==> src/hdl/efws_pkg.sv <==
// Shared types and constants for the earliest-free-worker scheduler.
// Field widths, register codes and the sequencer state type.
// No dependencies.
`timescale 1ns / 1ps
`default_nettype none

package efws_pkg;

    // Field widths
    localparam int TIME_W = 48;
    localparam int DUR_W  = 32;
    localparam int ID_W   = 8;
    localparam int CNT_W  = 9;

    // Register port widths
    localparam int APB_DW = 32;
    localparam int APB_AW = 3;

    // Register index (paddr[2])
    localparam logic REG_WORKER_COUNT = 1'b0;

    // Reset value of the worker count
    localparam logic [CNT_W-1:0] COUNT_RESET = 9'd1;

    typedef logic [TIME_W-1:0] t_time;

    // Sequencer states, one-hot
    typedef enum logic [5:0] {
        ST_CLEAR = 6'b000001,
        ST_IDLE  = 6'b000010,
        ST_SCAN  = 6'b000100,
        ST_DRAIN = 6'b001000,
        ST_LEAF  = 6'b010000,
        ST_CLIMB = 6'b100000
    } t_state;

endpackage

`default_nettype wire

==> src/hdl/efws_apb.sv <==
// APB-style register block holding the worker count.
// Depends on efws_pkg.
`timescale 1ns / 1ps
`default_nettype none

module efws_apb (
    input  wire logic                        i_clk,
    input  wire logic                        i_rst_n,
    input  wire logic                        psel,
    input  wire logic                        penable,
    input  wire logic                        pwrite,
    input  wire logic [efws_pkg::APB_AW-1:0] paddr,
    input  wire logic [efws_pkg::APB_DW-1:0] pwdata,
    output logic      [efws_pkg::APB_DW-1:0] prdata,
    output logic                             pready,
    output logic      [efws_pkg::CNT_W-1:0]  o_worker_count
);

    import efws_pkg::*;

    logic             w_wr;
    logic [CNT_W-1:0] r_count;

    assign w_wr   = psel & penable & pwrite;
    assign pready = 1'b1;

    // Write the worker count in the access phase
    always_ff @(posedge i_clk) begin
        if (!i_rst_n) begin
            r_count <= COUNT_RESET;
        end else if (w_wr && (paddr[2] == REG_WORKER_COUNT)) begin
            r_count <= pwdata[CNT_W-1:0];
        end
    end

    // Read back
    always_comb begin
        if (paddr[2] == REG_WORKER_COUNT) begin
            prdata = APB_DW'(r_count);
        end else begin
            prdata = '0;
        end
    end

    assign o_worker_count = r_count;

endmodule

`default_nettype wire

==> config.mk <==
export PLATFORM = sky130hd
export DESIGN_NAME = efws_apb
export DESIGN_NICKNAME = d
export VERILOG_FILES = /design/src/hdl/efws_pkg.sv /design/src/hdl/efws_apb.sv
export SDC_FILE = /design/constraint.sdc
export NUM_CORES = 1
export LEC_CHECK = 0
export BUFFER_PORTS_ARGS = -buffer_cell sky130_fd_sc_hd__buf_4
export CORE_MARGIN = 1
export CORE_UTILIZATION = 29
export CTS_BUF_LIST = sky130_fd_sc_hd__clkbuf_2 sky130_fd_sc_hd__clkbuf_4 sky130_fd_sc_hd__clkbuf_8
export DETAILED_ROUTE_END_ITERATION = 7
export PLACE_DENSITY = 0.82
export SLEW_MARGIN = 5
export SYNTH_ARGS = -nofsm -noshare
export SYNTH_HDL_FRONTEND = slang
export SYNTH_SLANG_ARGS = --single-unit
==> constraint.sdc <==
create_clock -name i_clk -period 0.8 [get_ports i_clk]
set_clock_uncertainty 0.15 [all_clocks]
set_input_delay 0.04 -clock i_clk [delete_from_list [all_inputs] [get_ports i_clk]]
set_output_delay 0.04 -clock i_clk [all_outputs]
set_load 0.02 [all_outputs]
# [Word-level counts from Yosys, hierarchy flattened]
# Cells that the tools add are included.
[totals] reg_bits=9 in_bits=40 out_inout_bits=42 elab_cells=6
[op_classes] n_mux=1 reduce_logical=1 bitwise_logic=3
[op_table] op="two-way mux 9 bit" n=1
[op_table] op="bitwise AND 1 bit" n=2
[op_table] op="logical AND 1 bit" n=1
[op_table] op="inverter 1 bit" n=1

# [Depth between registers and ports, before layout]
[logic_depth] ltp_word=3 mapped_depth=4 ltp_nobuf=2

# [Least setup slack after synthesis]
# No wires, ideal clock.
[synth_path] path_kind="in2reg" startpoint="input port i_rst_n" endpoint="register r_count[1], in the netlist o_worker_count[1]" stages=4 path_buffers=2 path_slack_ns=-0.059 t_arrival_ns=0.637 required_time_ns=0.578 setup_ns=0.072 path_cell_list="buf_2 clkbuf_1 nand2_1 mux2i_1"
[synth_rtl] item="from (decl)" line="efws_apb.sv:8" text="input wire logic i_rst_n,"
[synth_rtl] item="to (signal assigned)" line="efws_apb.sv:32" text="r_count <= pwdata[CNT_W-1:0];"
[synth_rtl] item="to (decl)" line="efws_apb.sv:22" text="logic [CNT_W-1:0] r_count;"

# [Final worst setup path]
[layout_path] startpoint="register r_count[6], in the netlist o_worker_count[6]" endpoint="output port prdata[6] (netlist bit)"
[layout_between] elab_chain_len=1
[layout_rtl] item="two-way mux 9 bit" line="efws_apb.sv:38" text="if (paddr[2] == REG_WORKER_COUNT) begin"
[layout_rtl] item="to (decl)" line="efws_apb.sv:14" text="output logic [efws_pkg::APB_DW-1:0] prdata,"
# Every way passes these cells.

==> results.txt <==
* Outcome: finished, violations left
- Violated checks: hold timing, setup timing
* Worst Setup Start Kind: register
- Vias in the first global route: 582
- DR iter-0 viols: 2
- Number of distinct library cells after synthesis: 11
- Total power for the finished layout comes to 1.17 mW.
- The tightest hold path in the finished design has a slack of -0.118 ns.
- The later pin in the worst-skew pair is clocked with a latency of 0.26 ns.
- Entering global routing, the biggest net connects 19 pins.
- Relative to the synthesized area, the layout overhead comes to 63.8%.
* Final setup violation count: 27
* Leakage component of the power: 0.542 nW
- DR pass1 iterations: 2
- The number of antenna violations at the first check in global routing was 0.
- Worst IR Drop VDD: 0.517 mV
* Floorplan die height: 49.0 µm
- For this run, the number of Yosys warnings is 0.
- Category of the critical setup timing path: register to output port
- Buffers placed on the I/O ports in this run total 32.
- After clock tree synthesis, the clock-pin slew on the worst setup and hold paths is 0.06 ns.
- TritonCTS buffer count: 3
* Total core area: 2020 µm²
* Maximum clock rate: 0.909 GHz
- The total count of max-transition violations in the final report was 0.
- Summed over all layers, the global routing overflow is 0.
- TritonCTS built the clock tree.
* # rows: 16
- Setup repair after global routing could not meet its margin everywhere.
- After layout, the minimum clock period comes to 1.10 ns.
- In the routed design, unresolved DRC markers number 0.
- Power density over cell area: 1120 nW/µm²
- The tightest min-delay check is of the input pin to register type.
* Final antenna diode count: 0
- After legalization and detailed placement, the total HPWL measured 1040 µm.
- Final setup margin: -0.300 ns
* Number of clock sinks: 9
* Die X-Extent: 49.0 µm
- The die covers 2400 µm².
- Of the synthesized area, sequential elements account for 0.282.
* Detail-routed net length per standard cell: 10.1 µm
- The count of endpoints failing hold in the final timing report is 9.
- Syn_area_per_cell: 8.52 µm²
- Mapped cell area: 639 µm²
* H-Tree Level Count: 1
- Gate Count Post-Synth: 75
* Clock tree root driver cell: sky130_fd_sc_hd__clkbuf_4
* Synthesized flop and latch total: 9
- Critical path peak fanout: 2
- The final layout contains routed wiring with a total length of 1490 µm.
- The congestion estimate from routability-driven global placement came to 0.771.
- Dividing the detail-routed via count by the number of cells gives 3.82.
- Across every metal layer, demand over resource in global routing totals 0.139.
- Endpoint class of the critical path: output port
- STA puts the critical path data arrival time at 0.91 ns.
* Max reg flops: 9
- Once detail routing completed, the nets flagged for antenna violations numbered 0.
- For this configuration, the core starts out at a cell density of 0.316.
* Final net count: 162
* Tcrit/Tclk final: 1.37
* Ports: 82
* Max cap viols: 0
- Required time reported for the critical path endpoint: 0.61 ns
* Layout cell share with drive strength beyond 1: 0.595
- In this run the deepest clock path goes through 2 buffers.
- Summing over every cut layer, the via total after detailed routing is 566.
* Global-route wire length before repair: 2470 µm
[synthesized netlist by cell type]
cell / number / area (µm²)
sky130_fd_sc_hd__dfxtp_1: 9 / 180
sky130_fd_sc_hd__nand2_1: 16 / 60.1
sky130_fd_sc_hd__clkbuf_1: 1 / 3.75
sky130_fd_sc_hd__mux2i_1: 9 / 90.1
sky130_fd_sc_hd__nor2b_1: 2 / 12.5
sky130_fd_sc_hd__and4b_1: 1 / 10.0
sky130_fd_sc_hd__buf_4: 24 / 180
sky130_fd_sc_hd__buf_2: 1 / 5.00
sky130_fd_sc_hd__conb_1: 2 / 7.51
sky130_fd_sc_hd__and2b_2: 9 / 78.8
sky130_fd_sc_hd__buf_6: 1 / 11.3
[report_power, final]
part           switching (mW)  internal, mW
Combinational           0.186         0.127
Clock                   0.165         0.226
Sequential            0.00533         0.460
[stage by stage]
stage               TNS (ns)  setup slack, ns  instances  cell area (µm²)   util
floorplan             -0.124          -0.0138         97              734      -
global placement       -1.51           -0.147        132              830  0.410
detailed placement     -2.16           -0.246        132              830  0.410
CTS                    -4.94           -0.287        147             1030  0.508
global route           -5.89           -0.316        148             1050  0.518
finish                 -5.03           -0.300        148             1050  0.518
[worst max-delay path, stage by stage, from the launching register on]
cell and delay [ns]:
sky130_fd_sc_hd__dfxtp_2 0.32, sky130_fd_sc_hd__and2b_2 0.20, sky130_fd_sc_hd__buf_6 0.13
[final cells by class]
class | instances | area (µm²)
fillers | 206 | 975
clock buffers | 4 | 30.0
well taps | 27 | 33.8
multi-input cells | 61 | 349
repair buffers | 47 | 443
flip-flops and latches | 9 | 191
[logic make-up (layout without fill, tap and decap cells)]
family	Yosys count	in the layout	synth area share
other	2	24	0.0117
multiplexers	9	9	0.141
flip-flops	9	9	0.282
buffers and inverters	27	51	0.313
AND/OR/NAND/NOR	28	28	0.252
[final timing paths]
check | startpoint | end | slack, ns | depth (start not counted)
max reg2reg | o_worker_count[0] | o_worker_count[0] | -0.15 | 4
min reg2reg | o_worker_count[2] | o_worker_count[2] | 0.44 | 3
min | pwdata[5] | o_worker_count[5] | -0.12 | 3
max | o_worker_count[6] | prdata[6] | -0.30 | 2
[layer usage]
layer  vias to the layer above  wire length [µm]  global-route usage  share of wire
met4                         0                 0              0.0833              0
li1                        275                 -                   -              -
met1                       254               590               0.147           0.40
met3                         0               110              0.0436          0.074
met2                        37               787               0.238           0.53
met5                         -                 0                   0              0
[cell usage in the layout, fill, tap and decap left out, drive strengths merged]
cell type  instances
nor2b              2
nand2             16
mux2i              9
dfxtp              9
clkbuf             4
buf               47
and4b              1
conb              24
and2b              9
[repair_timing]
action	4_1_cts	5_1_grt
gates resized for setup	23	4
hold endpoints to repair	9	9
buffers inserted	11	1
endpoints found under the setup margin	18	27
pin swaps	0	0
cloned	0	0
Note: power is estimated with default switching activity, not from simulation.
