`config.mk`:
```
export PLATFORM = sky130hd
export DESIGN_NAME = efws_engine
export DESIGN_NICKNAME = d
export VERILOG_FILES = /design/src/hdl/efws_pkg.sv /design/src/hdl/efws_engine.sv
export SDC_FILE = /design/constraint.sdc
export NUM_CORES = 1
export LEC_CHECK = 0
export ABC_AREA = 1
export BUFFER_PORTS_ARGS = -buffer_cell sky130_fd_sc_hd__buf_4
export CORE_MARGIN = 2
export CORE_UTILIZATION = 54
export CTS_CLUSTER_DIAMETER = 80
export CTS_CLUSTER_SIZE = 16
export DETAILED_ROUTE_END_ITERATION = 8
export PLACE_DENSITY_LB_ADDON = 0.3
export SLEW_MARGIN = 10
export SYNTH_ARGS = -nofsm -noshare
export SYNTH_HDL_FRONTEND = slang
export SYNTH_SLANG_ARGS = --single-unit
```
`constraint.sdc`:
```
create_clock -name i_clk -period 4.75 [get_ports i_clk]
set_input_delay 0.7125 -clock i_clk [delete_from_list [all_inputs] [get_ports i_clk]]
set_output_delay 0.7125 -clock i_clk [all_outputs]
set_load 0.03 [all_outputs]
```
`src/hdl/efws_pkg.sv`:
```
// Shared types and constants for the earliest-free-worker scheduler.
// Field widths, register codes and the sequencer state type.
// No dependencies.
`timescale 1ns / 1ps
`default_nettype none

package efws_pkg;

    // Field widths
    localparam int TIME_W = 48;
    localparam int DUR_W  = 32;
    localparam int ID_W   = 8;
    localparam int CNT_W  = 9;

    // Register port widths
    localparam int APB_DW = 32;
    localparam int APB_AW = 3;

    // Register index (paddr[2])
    localparam logic REG_WORKER_COUNT = 1'b0;

    // Reset value of the worker count
    localparam logic [CNT_W-1:0] COUNT_RESET = 9'd1;

    typedef logic [TIME_W-1:0] t_time;

    // Sequencer states, one-hot
    typedef enum logic [5:0] {
        ST_CLEAR = 6'b000001,
        ST_IDLE  = 6'b000010,
        ST_SCAN  = 6'b000100,
        ST_DRAIN = 6'b001000,
        ST_LEAF  = 6'b010000,
        ST_CLIMB = 6'b100000
    } t_state;

endpackage

`default_nettype wire

```
`src/hdl/efws_engine.sv`:
```
// Sequencer for the min-tree scheduler: clear pass, prefix-min query,
// leaf update with saturation and bottom-up rebuild. Depends on efws_pkg.
`timescale 1ns / 1ps
`default_nettype none

module efws_engine #(
    parameter int  MAX_WORKERS = 256,
    localparam int LVL    = (MAX_WORKERS > 1) ? $clog2(MAX_WORKERS) : 0,
    localparam int LEAVES = 1 << LVL,
    localparam int AW     = LVL + 1,
    localparam int IDX_W  = (LVL > 0) ? LVL : 1,
    localparam int NODE_W = efws_pkg::TIME_W + IDX_W,
    localparam int BW     = (LVL > 0) ? $clog2(LVL + 1) : 1
) (
    input  wire logic                       i_clk,
    input  wire logic                       i_rst_n,
    input  wire logic [efws_pkg::CNT_W-1:0] i_worker_count,
    input  wire logic                       i_in_valid,
    output logic                            o_in_ready,
    input  wire logic [efws_pkg::DUR_W-1:0] i_duration,
    output logic                            o_out_valid,
    input  wire logic                       i_out_ready,
    output logic      [efws_pkg::ID_W-1:0]  o_worker_id,
    output efws_pkg::t_time                 o_start_time,
    output logic                            o_we,
    output logic      [AW-1:0]              o_waddr,
    output logic      [NODE_W-1:0]          o_wdata,
    output logic      [AW-1:0]              o_raddr,
    input  wire logic [NODE_W-1:0]          i_rdata
);

    import efws_pkg::*;

    t_state             r_state, n_state;
    logic [AW-1:0]      r_cnt, n_cnt;
    logic [AW-1:0]      r_pre, n_pre;
    logic [AW-1:0]      r_node, n_node;
    logic [AW-1:0]      r_clr_k, n_clr_k;
    logic [AW-1:0]      r_clr_leaf, n_clr_leaf;
    logic [AW-1:0]      r_clr_step, n_clr_step;
    logic [BW-1:0]      r_bit, n_bit;
    logic               r_rd_vld, n_rd_vld;
    logic               r_have, n_have;
    t_time              r_best_val, n_best_val;
    logic [IDX_W-1:0]   r_best_idx, n_best_idx;
    t_time              r_cur_val, n_cur_val;
    logic [IDX_W-1:0]   r_cur_idx, n_cur_idx;
    logic [DUR_W-1:0]   r_dur, n_dur;
    logic               r_o_valid, n_o_valid;
    logic [ID_W-1:0]    r_o_id, n_o_id;
    t_time              r_o_start, n_o_start;

    logic [AW-1:0]      w_eff;
    t_time              w_rd_val;
    logic [IDX_W-1:0]   w_rd_idx;
    logic [AW-1:0]      w_scan_node;
    logic               w_bit_set;
    logic               w_better;
    logic [TIME_W:0]    w_sum;
    t_time              w_new;
    logic [AW-1:0]      w_leaf;
    logic [AW-1:0]      w_parent;
    t_time              w_l_val, w_r_val, w_par_val;
    logic [IDX_W-1:0]   w_l_idx, w_r_idx, w_par_idx;
    logic               w_out_free;

    // Clamp the configured count to 1..MAX_WORKERS
    always_comb begin
        if (i_worker_count == '0) begin
            w_eff = AW'(1);
        end else if (32'(i_worker_count) > 32'(MAX_WORKERS)) begin
            w_eff = AW'(MAX_WORKERS);
        end else begin
            w_eff = AW'(i_worker_count);
        end
    end

    assign w_rd_val = i_rdata[NODE_W-1 -: TIME_W];
    assign w_rd_idx = i_rdata[IDX_W-1:0];

    // Node covering the next power-of-two block of the prefix
    assign w_scan_node = AW'((AW'(LEAVES) + r_pre) >> r_bit);
    assign w_bit_set   = r_cnt[r_bit];

    // Later candidates lie further right: take them only when strictly earlier
    assign w_better = r_rd_vld && (!r_have || (w_rd_val < r_best_val));

    // Saturating finish-time update
    assign w_sum = {1'b0, r_best_val} + (TIME_W + 1)'(r_dur);
    assign w_new = w_sum[TIME_W] ? '1 : w_sum[TIME_W-1:0];

    assign w_leaf   = AW'(LEAVES) + AW'(r_best_idx);
    assign w_parent = r_node >> 1;

    // Merge current node with its sibling; ties go to the left child
    always_comb begin
        if (!r_node[0]) begin
            w_l_val = r_cur_val;
            w_l_idx = r_cur_idx;
            w_r_val = w_rd_val;
            w_r_idx = w_rd_idx;
        end else begin
            w_l_val = w_rd_val;
            w_l_idx = w_rd_idx;
            w_r_val = r_cur_val;
            w_r_idx = r_cur_idx;
        end
        if (w_l_val <= w_r_val) begin
            w_par_val = w_l_val;
            w_par_idx = w_l_idx;
        end else begin
            w_par_val = w_r_val;
            w_par_idx = w_r_idx;
        end
    end

    assign w_out_free = !r_o_valid || i_out_ready;

    // Next-state and memory access logic
    always_comb begin
        n_state    = r_state;
        n_cnt      = r_cnt;
        n_pre      = r_pre;
        n_node     = r_node;
        n_clr_k    = r_clr_k;
        n_clr_leaf = r_clr_leaf;
        n_clr_step = r_clr_step;
        n_bit      = r_bit;
        n_rd_vld   = r_rd_vld;
        n_have     = r_have;
        n_best_val = r_best_val;
        n_best_idx = r_best_idx;
        n_cur_val  = r_cur_val;
        n_cur_idx  = r_cur_idx;
        n_dur      = r_dur;
        n_o_valid  = r_o_valid;
        n_o_id     = r_o_id;
        n_o_start  = r_o_start;
        o_we       = 1'b0;
        o_waddr    = r_clr_k;
        o_wdata    = {t_time'(0), r_clr_leaf[IDX_W-1:0]};
        o_raddr    = w_scan_node;

        // Drop the result once taken
        if (r_o_valid && i_out_ready) begin
            n_o_valid = 1'b0;
        end

        case (r_state)
            ST_CLEAR: begin
                // Write each node as zero, owned by its leftmost leaf
                o_we    = 1'b1;
                n_clr_k = r_clr_k + AW'(1);
                if ((r_clr_leaf + r_clr_step) == AW'(LEAVES)) begin
                    n_clr_leaf = '0;
                    n_clr_step = r_clr_step >> 1;
                end else begin
                    n_clr_leaf = r_clr_leaf + r_clr_step;
                end
                if (r_clr_k == AW'(2 * LEAVES - 1)) begin
                    n_state = ST_IDLE;
                end
            end
            ST_IDLE: begin
                if (i_in_valid) begin
                    n_cnt    = w_eff;
                    n_dur    = i_duration;
                    n_bit    = BW'(LVL);
                    n_pre    = '0;
                    n_have   = 1'b0;
                    n_rd_vld = 1'b0;
                    n_state  = ST_SCAN;
                end
            end
            ST_SCAN: begin
                // Fold in the previous read, issue the next block read
                if (w_better) begin
                    n_best_val = w_rd_val;
                    n_best_idx = w_rd_idx;
                end
                if (r_rd_vld) begin
                    n_have = 1'b1;
                end
                n_rd_vld = w_bit_set;
                if (w_bit_set) begin
                    n_pre = r_pre + (AW'(1) << r_bit);
                end
                if (r_bit == '0) begin
                    n_state = ST_DRAIN;
                end else begin
                    n_bit = r_bit - BW'(1);
                end
            end
            ST_DRAIN: begin
                if (w_better) begin
                    n_best_val = w_rd_val;
                    n_best_idx = w_rd_idx;
                end
                n_have   = 1'b1;
                n_rd_vld = 1'b0;
                n_state  = ST_LEAF;
            end
            ST_LEAF: begin
                // Update the chosen leaf and post the item once the output is free; fetch the sibling
                o_raddr = w_leaf ^ AW'(1);
                if (w_out_free) begin
                    o_we      = 1'b1;
                    o_waddr   = w_leaf;
                    o_wdata   = {w_new, r_best_idx};
                    n_o_valid = 1'b1;
                    n_o_id    = ID_W'(r_best_idx);
                    n_o_start = r_best_val;
                    n_node    = w_leaf;
                    n_cur_val = w_new;
                    n_cur_idx = r_best_idx;
                    n_state   = (LVL == 0) ? ST_IDLE : ST_CLIMB;
                end
            end
            ST_CLIMB: begin
                // Rebuild one ancestor per cycle up to the root
                o_we      = 1'b1;
                o_waddr   = w_parent;
                o_wdata   = {w_par_val, w_par_idx};
                o_raddr   = w_parent ^ AW'(1);
                n_node    = w_parent;
                n_cur_val = w_par_val;
                n_cur_idx = w_par_idx;
                if (w_parent == AW'(1)) begin
                    n_state = ST_IDLE;
                end
            end
            default: begin
                n_state = ST_IDLE;
            end
        endcase
    end

    // Control registers
    always_ff @(posedge i_clk) begin
        if (!i_rst_n) begin
            r_state    <= ST_CLEAR;
            r_clr_k    <= AW'(1);
            r_clr_leaf <= '0;
            r_clr_step <= AW'(LEAVES);
            r_rd_vld   <= 1'b0;
            r_have     <= 1'b0;
            r_o_valid  <= 1'b0;
        end else begin
            r_state    <= n_state;
            r_clr_k    <= n_clr_k;
            r_clr_leaf <= n_clr_leaf;
            r_clr_step <= n_clr_step;
            r_rd_vld   <= n_rd_vld;
            r_have     <= n_have;
            r_o_valid  <= n_o_valid;
        end
    end

    // Payload registers
    always_ff @(posedge i_clk) begin
        r_cnt      <= n_cnt;
        r_pre      <= n_pre;
        r_node     <= n_node;
        r_bit      <= n_bit;
        r_best_val <= n_best_val;
        r_best_idx <= n_best_idx;
        r_cur_val  <= n_cur_val;
        r_cur_idx  <= n_cur_idx;
        r_dur      <= n_dur;
        r_o_id     <= n_o_id;
        r_o_start  <= n_o_start;
    end

    assign o_in_ready   = (r_state == ST_IDLE);
    assign o_out_valid  = r_o_valid;
    assign o_worker_id  = r_o_id;
    assign o_start_time = r_o_start;

endmodule

`default_nettype wire

```
## Yosys cells after proc, flatten, opt, wreduce, memory -nomap -nowiden

Index checks and enable logic that the tools add are counted.

| cells by class | value |
|---|---|
| reduce and logical (&&, ||, !) cells | 24 |
| bitwise operators | 2 |
| magnitude comparators | 4 |
| equal/unequal tests | 17 |
| shift operators | 2 |
| mux-type cells | 43 |
| add/subtract/negate cells | 7 |

Operators with widths:

| kind | number |
|---|---|
| 2-to-1 mux 48 bit | 5 |
| case mux 56 bit (2 select lines) | 1 |
| case mux 48 bit (2 select lines) | 1 |
| case mux 9 bit (2 select lines) | 4 |
| 2-to-1 mux 56 bit | 1 |
| 2-to-1 mux 9 bit | 6 |
| adder 48 x 32 -> 49 bit | 1 |
| <= comparator 48 bit | 1 |
| < comparator 48 bit | 1 |
| case mux 6 bit (6 select lines) | 1 |
| 2-to-1 mux 8 bit | 4 |
| 2-to-1 mux 6 bit | 5 |
| adder 9 bit | 2 |
| equality test 9 bit, second input constant | 2 |
| != test 2 bit, second input constant | 8 |
| case mux 8 bit (2 select lines) | 1 |
| AND reduction 2 bit | 6 |
| adder 9 x 1 -> 9 bit, second input constant | 1 |
| adder 9 x 8 -> 9 bit, first input constant | 1 |
| adder 9 bit, first input constant | 1 |
| greater-than comparator 9 bit, second input constant | 1 |
| logical NOT 9 bit | 1 |
| AND reduction 3 bit | 3 |
| left shift 1 x 4 -> 9 bit, first input constant | 1 |
| other kinds (25) | 40 |

| word-level totals | value |
|---|---|
| register bits after elaboration | 267 |
| input port bits | 101 |
| output and inout bits | 133 |

## Logic depth before layout (Yosys ltp)

| logic depth | value |
|---|---|
| depth after elaboration | 4 |
| depth in mapped cells | 24 |

## Least setup slack after synthesis

OpenSTA, ideal clock, no wires.

| timing | value |
|---|---|
| path kind | input to register |
| from | input port i_rdata[53] |
| to | register r_best_idx[0] (enable) |
| cell stages on the path | 10 |
| slack | -0.050 ns |
| buffers on the path | 0 |
| library setup time | 0.488 ns |
| data required time | 4.262 ns |
| arrival time | 4.312 ns |
| cells stage by stage | ha_1 nand2_1 inv_1 o21ai_0 nand2_1 a21oi_1 nand2_1 a21oi_1 nand2_1 a21oi_1 |

| on the way | value |
|---|---|
| word-level cells in the longest chain between the ends | 4 |

Ends and longest elaborated chain:

| item | line | RTL |
|---|---|---|
| start: declaration | efws_engine.sv:29 | `input wire logic [NODE_W-1:0] i_rdata` |
| < comparator 48 bit | efws_engine.sv:86 | `assign w_better = r_rd_vld && (!r_have \|\| (w_rd_val < r_best_val));` |
| logical OR 1 bit | efws_engine.sv:86 |  |
| logical AND 1 bit | efws_engine.sv:86 |  |
| AND reduction 2 bit (no source line) | -- |  |
| end signal: assignment | efws_engine.sv:266 | `r_best_idx <= n_best_idx;` |
| end: declaration | efws_engine.sv:45 | `logic [IDX_W-1:0] r_best_idx, n_best_idx;` |

Every way passes these cells.
A chain may end at the register's enable or synchronous reset.

## Final worst setup path

| timing | value |
|---|---|
| from | register r_node[0] |
| to | output port o_wdata[33] |

| on the way | value |
|---|---|
| word-level cells in the longest chain between the ends | 4 |
| elaborated cells on any way between the ends | 5 |
| those cells by class | 1 x order compare; 4 x mux |

Ends and longest elaborated chain:

| item | line | RTL |
|---|---|---|
| start: declaration | efws_engine.sv:37 | `logic [AW-1:0] r_node, n_node;` |
| start signal: assignment | efws_engine.sv:263 | `r_node <= n_node;` |
| 2-to-1 mux 48 bit | efws_engine.sv:97 | `if (!r_node[0]) begin` |
| <= comparator 48 bit | efws_engine.sv:108 | `if (w_l_val <= w_r_val) begin` |
| 2-to-1 mux 48 bit * | efws_engine.sv:108 |  |
| case mux 56 bit (2 select lines) * | efws_engine.sv:149 | `case (r_state)` |
| end: declaration | efws_engine.sv:27 | `output logic [NODE_W-1:0] o_wdata,` |

Mark *: on every way between the ends. The rest lies on a longest branch, timed or not.

==> results.yml <==
run_status:
  status: "finished, final reports clean"
drt:
  detailroute.via_count: 18800
  drt_wl_total_mm: 63.7
  detail_route.first_pass.iterations: 6
  postRouteAntennaNets: 0
  number_of_design_rule_violations_left_by_the_first_detailed_router_iteration: 1708
  avgRoutedWirePerCell_um: 19.0
  drcViolationCount: 0
  route.detailed.vias_per_inst: 5.61
global_route:
  grt.total_usage_pct: 33.3
  grt.overflow.total: 0
  grt_pass1_vias: 18100
  number_of_antenna_violations_at_the_first_check_in_global_routing: 0
  grt_max_degree: 149
  grt_first_pass_wirelength_mm: 98.7
hold_path:
  min_from: "i_duration[19]"
  min_path_type: "in -> reg"
  worstHoldEndpoint: "r_dur[19]"
  hold_path_depth: 1
synth:
  complex_gate_fraction_of_the_synthesized_area_pct: 8.64
  synthSimpleGateAreaFrac_pct: 30.4
  synth_cell_type_count: 50
  synth-async-reset-ratio_pct: 0
  synth_mux_area_share_pct: 0.103
  synth.net_count: 2934
  ys_seq_elements: 267
  syn-mean-instance-area_um2: 7.27
  dominant_combinational_cell_family_by_area_after_synthesis: "simple AND/OR/NAND/NOR gates"
  synth.cell_area_mm2: 0.0195
  ys_seq_area_share_pct: 39.3
  ys_warn_count: 0
  yosys_most_used_dff: "edfxtp_1"
  synth-adder-area-share_pct: 10.1
  postSynthCellCount: 2678
  synth_xor_xnor_area_share_pct: 1.21
  synth_enable_flop_cells: 231
clocking:
  tritoncts: "built"
  worstSkewPairLatency_ns: 0.54
  cts_root_buf: "clkbuf_16"
  cts_hold_repair.buffers: 0
  htreeDepth: 1
  cts.sink_count: 267
  cts_made_buffers: 21
  clock_tree.buffer_depth: 3
  clkSlewWorstSetupHoldPaths_ns: 0.08
timing:
  fin_crit_ns: 4.60
  timing_max_transition_violations_final: 0
  setup_violations: 0
  maxClockFrequency_mhz: 217
  fin_ws_ns: 0.151
  final.setup_skew_ns: 0.0129
  slew_headroom_pct: 31.1
  totalNegativeSetupSlack_ns: 0
  layout_worst_path_cycle_share_pct: 96.8
  actual_slew_at_the_worst_max_slew_pin_ns: 1.03
  grt_setup_unrepaired: "false"
  hold_viol_final: 0
worst_setup_path:
  timing.rr.start: "r_bit[0]"
  endpoint_class_of_the_critical_path: "output port"
  timing.reg2reg.setup_slack_ns: 1.29
  cp.arrival_ns: 3.89
  ff2ff_path_depth: 16
  worstPathMaxFanout: 74
  worst_r2r_end: "r_pre[6]"
  category_of_the_most_critical_setup_path: "reg -> out"
  required_time_at_the_worst_slack_endpoint_ns: 4.04
  setup.worst_path.start_class: "register"
placed_design:
  placedInstanceArea_mm2: 0.0216
  routabilityCongestion: 0.962
  placement.io_buffers: 233
  dp.cells: 3312
  pre_cts_slack_ns: 0.702
  place.detailed.hpwl_mm: 48.6
floorplan:
  die_h_um: 194
  design.die.area_mm2: 0.0376
  design.core.area_mm2: 0.0356
  io-pin-count: 234
  initial_core_util_pct: 54.8
  fp.dieW_um: 194
  fp-row-count: 69
pwr:
  power.density_mw_per_mm2: 239
  seq_power_share_pct: 49.8
  max-vdd-ir-drop_v: 0.000368
  power.static_leakage_nw: 11.2
  power.share.clock_pct: 32.0
  report.power.total_w: 0.00532
  power.internal_w: 0.00378
  switching_share_pct: 29.1
  combPwrFrac_pct: 18.2
  netSwitchingPower_w: 0.00155
final_layout:
  post_layout_nonfiller_instances: 3351
  syn2layout_area_growth_pct: 14.2
  layout.filler_cells: 3261
  design.final.nets: 3132
  area.sequential_mm2: 0.00766
  final_layout_size_suffix_gt1_share_pct: 10.9
  area_of_combinational_cells_with_multiple_inputs_mm2: 0.00986
  antenna_cells_inserted: 0
  stdcell_area_mm2: 0.0223
job:
  max_cap_viol_count: 0
worst max-delay path, cell delays in order, from the launching register on:
cell and delay [ns]:
edfxtp_1 0.51, clkbuf_16 0.31, o21ai_0 0.38, inv_1 0.09, ha_1 0.31, nand2_1 0.07
nand2_1 0.05, a21oi_1 0.12, a21oi_1 0.09, nor2_1 0.24, nand3_2 0.15, nand2_2 0.26
buf_12 0.24, nand2_1 0.07, nand3_1 0.10, nand2_1 0.14, buf_4 0.20
cells by family after synthesis:
group	Yosys count
simple gates	1418
buf+inv	497
compound gates	312
flops	267
fa+ha+maj	155
xor+xnor	27
mux	2
power groups by stage:
| stage | combinational (W) | clock, W | sequential, W |
|---|---|---|---|
| 2_1_floorplan | 0.000686 | 0 | 0.00268 |
| 3_3_place_gp | 0.000916 | 0 | 0.00270 |
| 3_5_place_dp | 0.000949 | 0 | 0.00270 |
| 4_1_cts | 0.000955 | 0.00174 | 0.00265 |
| 5_1_grt | 0.00109 | 0.00182 | 0.00266 |
| 6_report | 0.000966 | 0.00171 | 0.00265 |
registers in the layout (all words and copies together) (netlist names), 32 cells and up:
signal and flops:
r_dur 32, r_cur_val 48, o_start_time 48, r_best_val 48
worst max path at each step:
stage | start | endpoint | slack (ns) | cells after the start
after floorplan | i_rdata[53] | r_best_idx[0] | 1.08 | 10
after global placement | r_node[0] | o_wdata[35] | 0.77 | 16
after detailed placement | i_rdata[39] | o_wdata[0] | 0.70 | 17
after CTS | r_node[0] | o_wdata[0] | 0.12 | 16
after global routing | r_node[0] | o_wdata[40] | 0.005 | 16
final | r_node[0] | o_wdata[33] | 0.15 | 16
metrics by stage:
stage               hold slack, ns  utilization [%]
global placement             0.457             60.7
CTS                          0.324             62.4
detailed placement           0.472             60.7
floorplan                    0.448                -
finish                       0.345             62.6
global route                 0.325             62.6
synth_stat cells, types with 2 or more instances:
cell | count | area, µm²
xor2_1 | 23 | 201
o22ai_1 | 4 | 25.0
buf_6 | 12 | 135
o211ai_1 | 7 | 52.6
inv_1 | 412 | 1550
xnor2_1 | 4 | 35.0
fa_1 | 3 | 60.1
and2_1 | 3 | 18.8
o21a_1 | 4 | 30.0
nand2_2 | 8 | 50.1
dfxtp_1 | 36 | 721
nor2_2 | 6 | 37.5
o21bai_1 | 7 | 52.6
nand3_1 | 218 | 1090
or2_1 | 10 | 62.6
inv_2 | 3 | 11.3
ha_1 | 152 | 1900
nand2_1 | 853 | 3200
a21o_1 | 4 | 30.0
nand3_2 | 4 | 40.0
clkbuf_1 | 28 | 105
nand4_1 | 33 | 206
a21oi_1 | 166 | 831
buf_2 | 33 | 165
nor3_1 | 20 | 100
mux2i_1 | 2 | 20.0
clkinv_1 | 5 | 18.8
nor4_1 | 10 | 62.6
nand3b_1 | 13 | 97.6
or2_2 | 8 | 50.1
a31oi_1 | 2 | 12.5
o311ai_0 | 2 | 17.5
buf_4 | 3 | 22.5
nor2_1 | 227 | 852
o21ai_0 | 101 | 505
nor3_2 | 2 | 20.0
o221ai_1 | 7 | 61.3
edfxtp_1 | 231 | 6940
layer usage:
layer | track usage, % | part of all wire [%]
met4 | 12.5 | 4.1
met5 | 0 | 0
met3 | 3.77 | 8.2
met2 | 54.8 | 46
met1 | 45.4 | 42
layout make-up:
type	instances	area share [%]
inverters	420	7.08
clock inverters	4	0.124
well taps	461	2.59
clock buffers	33	2.56
multi-input cells	1914	44.3
flip-flops and latches	267	34.4
repair buffers	252	8.93
repair_timing:
action                     4_1_cts  5_1_grt
gates resized for setup          0       11
setup endpoints to repair        0       56
buffers inserted                 0        0
layout by cell type, fill, tap and decap left out, types with 3 or more instances in the layout:
master and n:
a21o_1 4, o21bai_1 7, nand3_2 5, edfxtp_1 231
clkbuf_16 23, xnor2_1 4, o21ai_1 6, nor3_2 3
nor2_1 226, nand2_1 852, clkbuf_1 12, inv_1 411
buf_12 4, o21a_1 4, dfxtp_1 36, o221ai_1 7
nor2_2 5, o22ai_1 4, ha_1 152, nor4_1 10
o21ai_0 95, nand3b_1 13, fa_1 3, xor2_1 23
and2_1 3, or2_2 8, o211ai_1 7, clkinv_1 5
a21oi_1 165, nor3_1 19, nand2_2 8, inv_2 4
or2_1 10, nand4_1 33, buf_4 244, nand3_1 217
(Power assumes the default switching activity.)
